`src/sv/hbos_ram.sv`:
```
module hbos_ram #(
    parameter int WIDTH = 64,
    parameter int DEPTH = 64,
    localparam int AW = $clog2(DEPTH)
) (
    input  logic             clk,
    input  logic             we,
    input  logic [AW-1:0]    waddr,
    input  logic [WIDTH-1:0] wdata,
    input  logic [AW-1:0]    raddr,
    output logic [WIDTH-1:0] rdata
);

    logic [WIDTH-1:0] mem [DEPTH];

    // write port and registered read port
    always_ff @(posedge clk)
    begin
        if (we)
        begin
            mem[waddr] <= wdata;
        end
        rdata <= mem[raddr];
    end

endmodule

```
`config.mk`:
```
export PLATFORM = sky130hd
export DESIGN_NAME = hbos_ram
export DESIGN_NICKNAME = d
export VERILOG_FILES = /design/src/sv/hbos_ram.sv
export SDC_FILE = /design/constraint.sdc
export NUM_CORES = 2
export LEC_CHECK = 0
export BUFFER_PORTS_ARGS = -buffer_cell sky130_fd_sc_hd__buf_2
export CAP_MARGIN = 20
export CORE_MARGIN = 2
export CORE_UTILIZATION = 35
export CTS_CLUSTER_SIZE = 10
export DETAILED_ROUTE_END_ITERATION = 10
export SYNTH_ARGS = -nofsm -noshare
export SYNTH_HDL_FRONTEND = slang
export SYNTH_SLANG_ARGS = --single-unit
```
`constraint.sdc`:
```
create_clock -name clk -period 14.87 [get_ports clk]
set_input_delay 2.974 -clock clk [delete_from_list [all_inputs] [get_ports clk]]
set_output_delay 2.974 -clock clk [all_outputs]
set_load 0.1 [all_outputs]
```
Word level (Yosys, flattened, before mapping)
Memory sizes are Yosys's and may differ from the RTL's. A register that Yosys moved wholly into a read port is not among the register bits.
Cells that the tools add are included.
{"block": "op_classes", "mux": 2}
{"cell": "2-to-1 mux 1 bit", "n": 2}
{"block": "word_totals", "regBits": 0, "ramBits": 4096, "in_bits": 78, "out_inout_bits": 64, "mem_count": 1}
{"name": "mem", "depth": 64, "word_bits": 64, "read_ports": 1, "rd_clocked_by_memory_dff": 1, "wr": 1, "line_no": "14", "rtl": "logic [WIDTH-1:0] mem [DEPTH];"}

Depth between registers and ports, before layout
{"block": "depth", "word_depth": 2, "ltp_mapped": 9}

Worst setup path before layout
OpenSTA, ideal clock, no wires.
{"block": "synth_path", "path_kind": "input to register", "startpoint": "input port waddr[3]", "endpoint": "memory mem[48][0] (enable)", "setup_ns": 0.564, "arrival_time_ns": 7.846, "required_ns": 14.306, "slack_ns": 6.460, "cell_stages": 4, "path_buffers": 1, "cell_sequence": "clkbuf_1 -> nor2b_1 -> nand4b_1 -> nor3_1"}
{"element": "start: declaration", "line_no": "8", "rtl": "input logic [AW-1:0] waddr,"}
{"element": "end: declaration", "line_no": "14"}
Straight into the memory's write port.

==> flow_metrics.env <==
export IMPL_ys_warn_count=0
export IMPL_irDropWorstVdd_mv=0.122
export IMPL_ys_seq_area_frac=0.795
export IMPL_synth_simple_area_share=0.0124
export IMPL_vias=76000
export IMPL_root_buffer="clkbuf_16"
export IMPL_hold_buffers=0
export IMPL_rows=245
export IMPL_synth_area_mm2=0.156
export IMPL_rsz0062_at_grt="no"
export IMPL_clk_pin_slew_ns=0.06
export IMPL_fin_nets=7130
export IMPL_grt_start_max_net_pins=117
export IMPL_start_util=0.351
export IMPL_switchingPower_w=0.00536
export IMPL_power_density_mw_per_mm2=137
export IMPL_cts_max_level=5
export IMPL_die_y_um=672
export IMPL_rr_worst_depth=5
export IMPL_layout_commonest_cell="edfxtp_1"
export IMPL_power_leakage_nw=54.7
export IMPL_p_total_w=0.0245
export IMPL_drv_cap=0
export IMPL_tightest_slew_ns=1.20
export IMPL_die_area_mm2=0.452
export IMPL_fin_worst_skew_ns=0.0838
export IMPL_path_class="input port to flip-flop"
export IMPL_min_from="mem[55][42]$_DFFE_PP_"
export IMPL_cts_buffers=459
export IMPL_cp_data_arrival_time_ns=7.48
export IMPL_p_sw_frac=0.219
export IMPL_ys_top_cells_by_area="edfxtp_1 (79%), mux4_2 (15%), mux2i_1 (0.86%)"
export IMPL_synth_async_reset_ratio=0
export IMPL_worst_r2r_setup_slack_ns=12.72
export IMPL_pwr_share_seq=0.532
export IMPL_postSynthAreaPerCell_um2=23.7
export IMPL_hold_class="flip-flop to flip-flop"
export IMPL_period_share=0.452
export IMPL_ys_seq_elements=4160
export IMPL_drc_errors=0
export IMPL_timing_rr_end="rdata[11]$_DFF_P_"
export IMPL_core_region_area_mm2=0.445
export IMPL_min_period_ns=6.72
export IMPL_ant_nets=0
export IMPL_muxShareOfSynthArea=0.156
export IMPL_area_growth_pct=14.2
export IMPL_drive_gt1_frac=0.273
export IMPL_setup_viol=0
export IMPL_finalMaxSlewViolations=0
export IMPL_insertion_delay_ns=1.00
export IMPL_routed_wl_um=453000
export IMPL_min_to="rdata[42]$_DFF_P_"
export IMPL_grt_pass1_wl_um=625000
export IMPL_io_pins=142
export IMPL_yosys_cell_types_count=33
export IMPL_rr_startpoint="mem[51][11]$_DFFE_PP_"
export IMPL_final_cell_mix="edfxtp_1 (4096), mux4_2 (1024), clkbuf_16 (462), clkbuf_1 (232), buf_4 (188)"
export IMPL_yosysTopAreaCell="edfxtp_1"
export IMPL_overflow=0
export IMPL_dp_cells=12500
export IMPL_p_int_w=0.0192
export IMPL_status="finished, final reports clean"
export IMPL_finalHoldViolCount=0
export IMPL_synth_edf_count=4096
export IMPL_cts_setup_buffers=0
export IMPL_synth_nets=6676
export IMPL_synthAdderAreaFrac=0
export IMPL_critPathMaxFanout=108
export IMPL_synth_xor_xnor_area_share=0
export IMPL_n_fill_cell=38700
export IMPL_p_comb_frac=0.052
export IMPL_tns_ns=0
export IMPL_drtIter0Drc=10100
export IMPL_min_path_cells=4
export IMPL_synth_top_flop_cell="edfxtp_1"
export IMPL_dp_hpwl_um=234000
export IMPL_grt_antenna_before_repair=55
export IMPL_fin_util=0.401
export IMPL_synth_compound_area_frac=0.0248
export IMPL_synth_top_cell_area_share=0.787
export IMPL_relSlewSlack=0.200
export IMPL_max_freq_ghz=0.149
export IMPL_instances_no_fill=13300
export IMPL_vias_per_cell=5.73
export IMPL_grt_pass1_vias=76900
export IMPL_synth_top_family_by_area="multiplexers"
export IMPL_wire_per_inst_um=34.2
export IMPL_post_cts_resized=0
export IMPL_p_clk_frac=0.416
export IMPL_grtUsageTotal=0.197
export IMPL_place_gp_congestion=0.778
export IMPL_syn_inst=6598
export IMPL_die_w_um=672
export IMPL_start_kind="input port"
export IMPL_cts_tree="done"
export IMPL_io_buffers=141
export IMPL_cts_max_path_buffers=4
export IMPL_clock_sinks=4160
export IMPL_required_ns=15.63
export IMPL_worstSetupEndpointType="flip-flop"
export IMPL_firstDrtPassIters=6
[area by class of cell]
cell class / instances / area (um^2) / share of cell area
diodes: 17 / 42.5 / 0.000238
repair buffers: 363 / 2860 / 0.0160
multi-input cells: 2049 / 30800 / 0.172
well taps: 5928 / 7420 / 0.0415
flip-flops and latches: 4160 / 124000 / 0.696
clock buffers: 700 / 12500 / 0.0701
inverters: 19 / 71.3 / 0.000399
clock inverters: 33 / 623 / 0.00349
[registers in the layout (all words and copies together) (netlist names)]
signal  flops
rdata      64
mem      4096
[cell usage after synthesis (3+ instances only)]
| master | number |
|---|---|
| nand3_1 | 45 |
| nor2b_1 | 28 |
| clkbuf_1 | 140 |
| and2_1 | 3 |
| or2_2 | 28 |
| dfxtp_1 | 64 |
| or3_1 | 29 |
| a2bb2oi_1 | 19 |
| a41oi_1 | 26 |
| nand2_1 | 58 |
| buf_6 | 6 |
| buf_1 | 20 |
| o22ai_1 | 83 |
| nor2_1 | 112 |
| buf_4 | 34 |
| o221ai_1 | 38 |
| edfxtp_1 | 4096 |
| nand2b_1 | 11 |
| inv_1 | 19 |
| a22oi_1 | 168 |
| and3_1 | 64 |
| buf_2 | 170 |
| a22o_1 | 88 |
| a31oi_1 | 18 |
| a211oi_1 | 63 |
| mux4_2 | 1024 |
| mux2i_1 | 135 |
[power by group through the flow]
| stage | combinational [W] | clock, W | sequential (W) |
|---|---|---|---|
| floorplan | 0.000605 | 0 | 0.0134 |
| global placement | 0.00126 | 0 | 0.0133 |
| detailed placement | 0.00128 | 0 | 0.0133 |
| CTS | 0.00128 | 0.0104 | 0.0131 |
| global route | 0.00135 | 0.0108 | 0.0131 |
| finish | 0.00128 | 0.0102 | 0.0131 |
[worst max-delay path by stage]
stage,startpoint,to,slack (ns),cells past startpoint
3_3_place_gp,raddr[0],rdata[39]$_DFF_P_,7.12,9
5_1_grt,raddr[0],rdata[39]$_DFF_P_,7.75,9
4_1_cts,raddr[0],rdata[43]$_DFF_P_,8.22,9
3_5_place_dp,raddr[0],rdata[39]$_DFF_P_,7.19,9
6_report,raddr[0],rdata[43]$_DFF_P_,8.15,9
2_1_floorplan,waddr[3],mem[48][0]$_DFFE_PP_,6.46,4
[layer usage]
metal / vias up / part of all wire / GRT usage
li1: 29400 / - / -
met4: 12 / 0.033 / 0.0594
met3: 749 / 0.085 / 0.0336
met5: - / 0.00018 / 0
met2: 3992 / 0.49 / 0.330
met1: 41900 / 0.39 / 0.264
[worst max-delay path: stages]
cell and delay, ns:
buf_12 0.47, buf_4 0.85, buf_12 0.67, buf_4 0.69
mux4_2 0.59, mux2i_1 0.18, o22ai_1 0.12, a41oi_1 0.23
a211oi_1 0.09
[logic make-up after synthesis]
kind of cell,Yosys count
compound gates,504
buf+inv,389
flops,4160
mux,1159
simple gates,386
[through the flow]
| step | setup slack [ns] | area, um^2 | hold slack, ns |
|---|---|---|---|
| 3_3_place_gp | 7.12 | 165000 | 0.825 |
| 2_1_floorplan | 6.46 | 156000 | 0.788 |
| 5_1_grt | 7.75 | 179000 | 0.877 |
| 6_report | 8.15 | 179000 | 0.812 |
| 3_5_place_dp | 7.19 | 165000 | 0.829 |
| 4_1_cts | 8.22 | 178000 | 0.819 |
(Power assumes the default switching activity.)
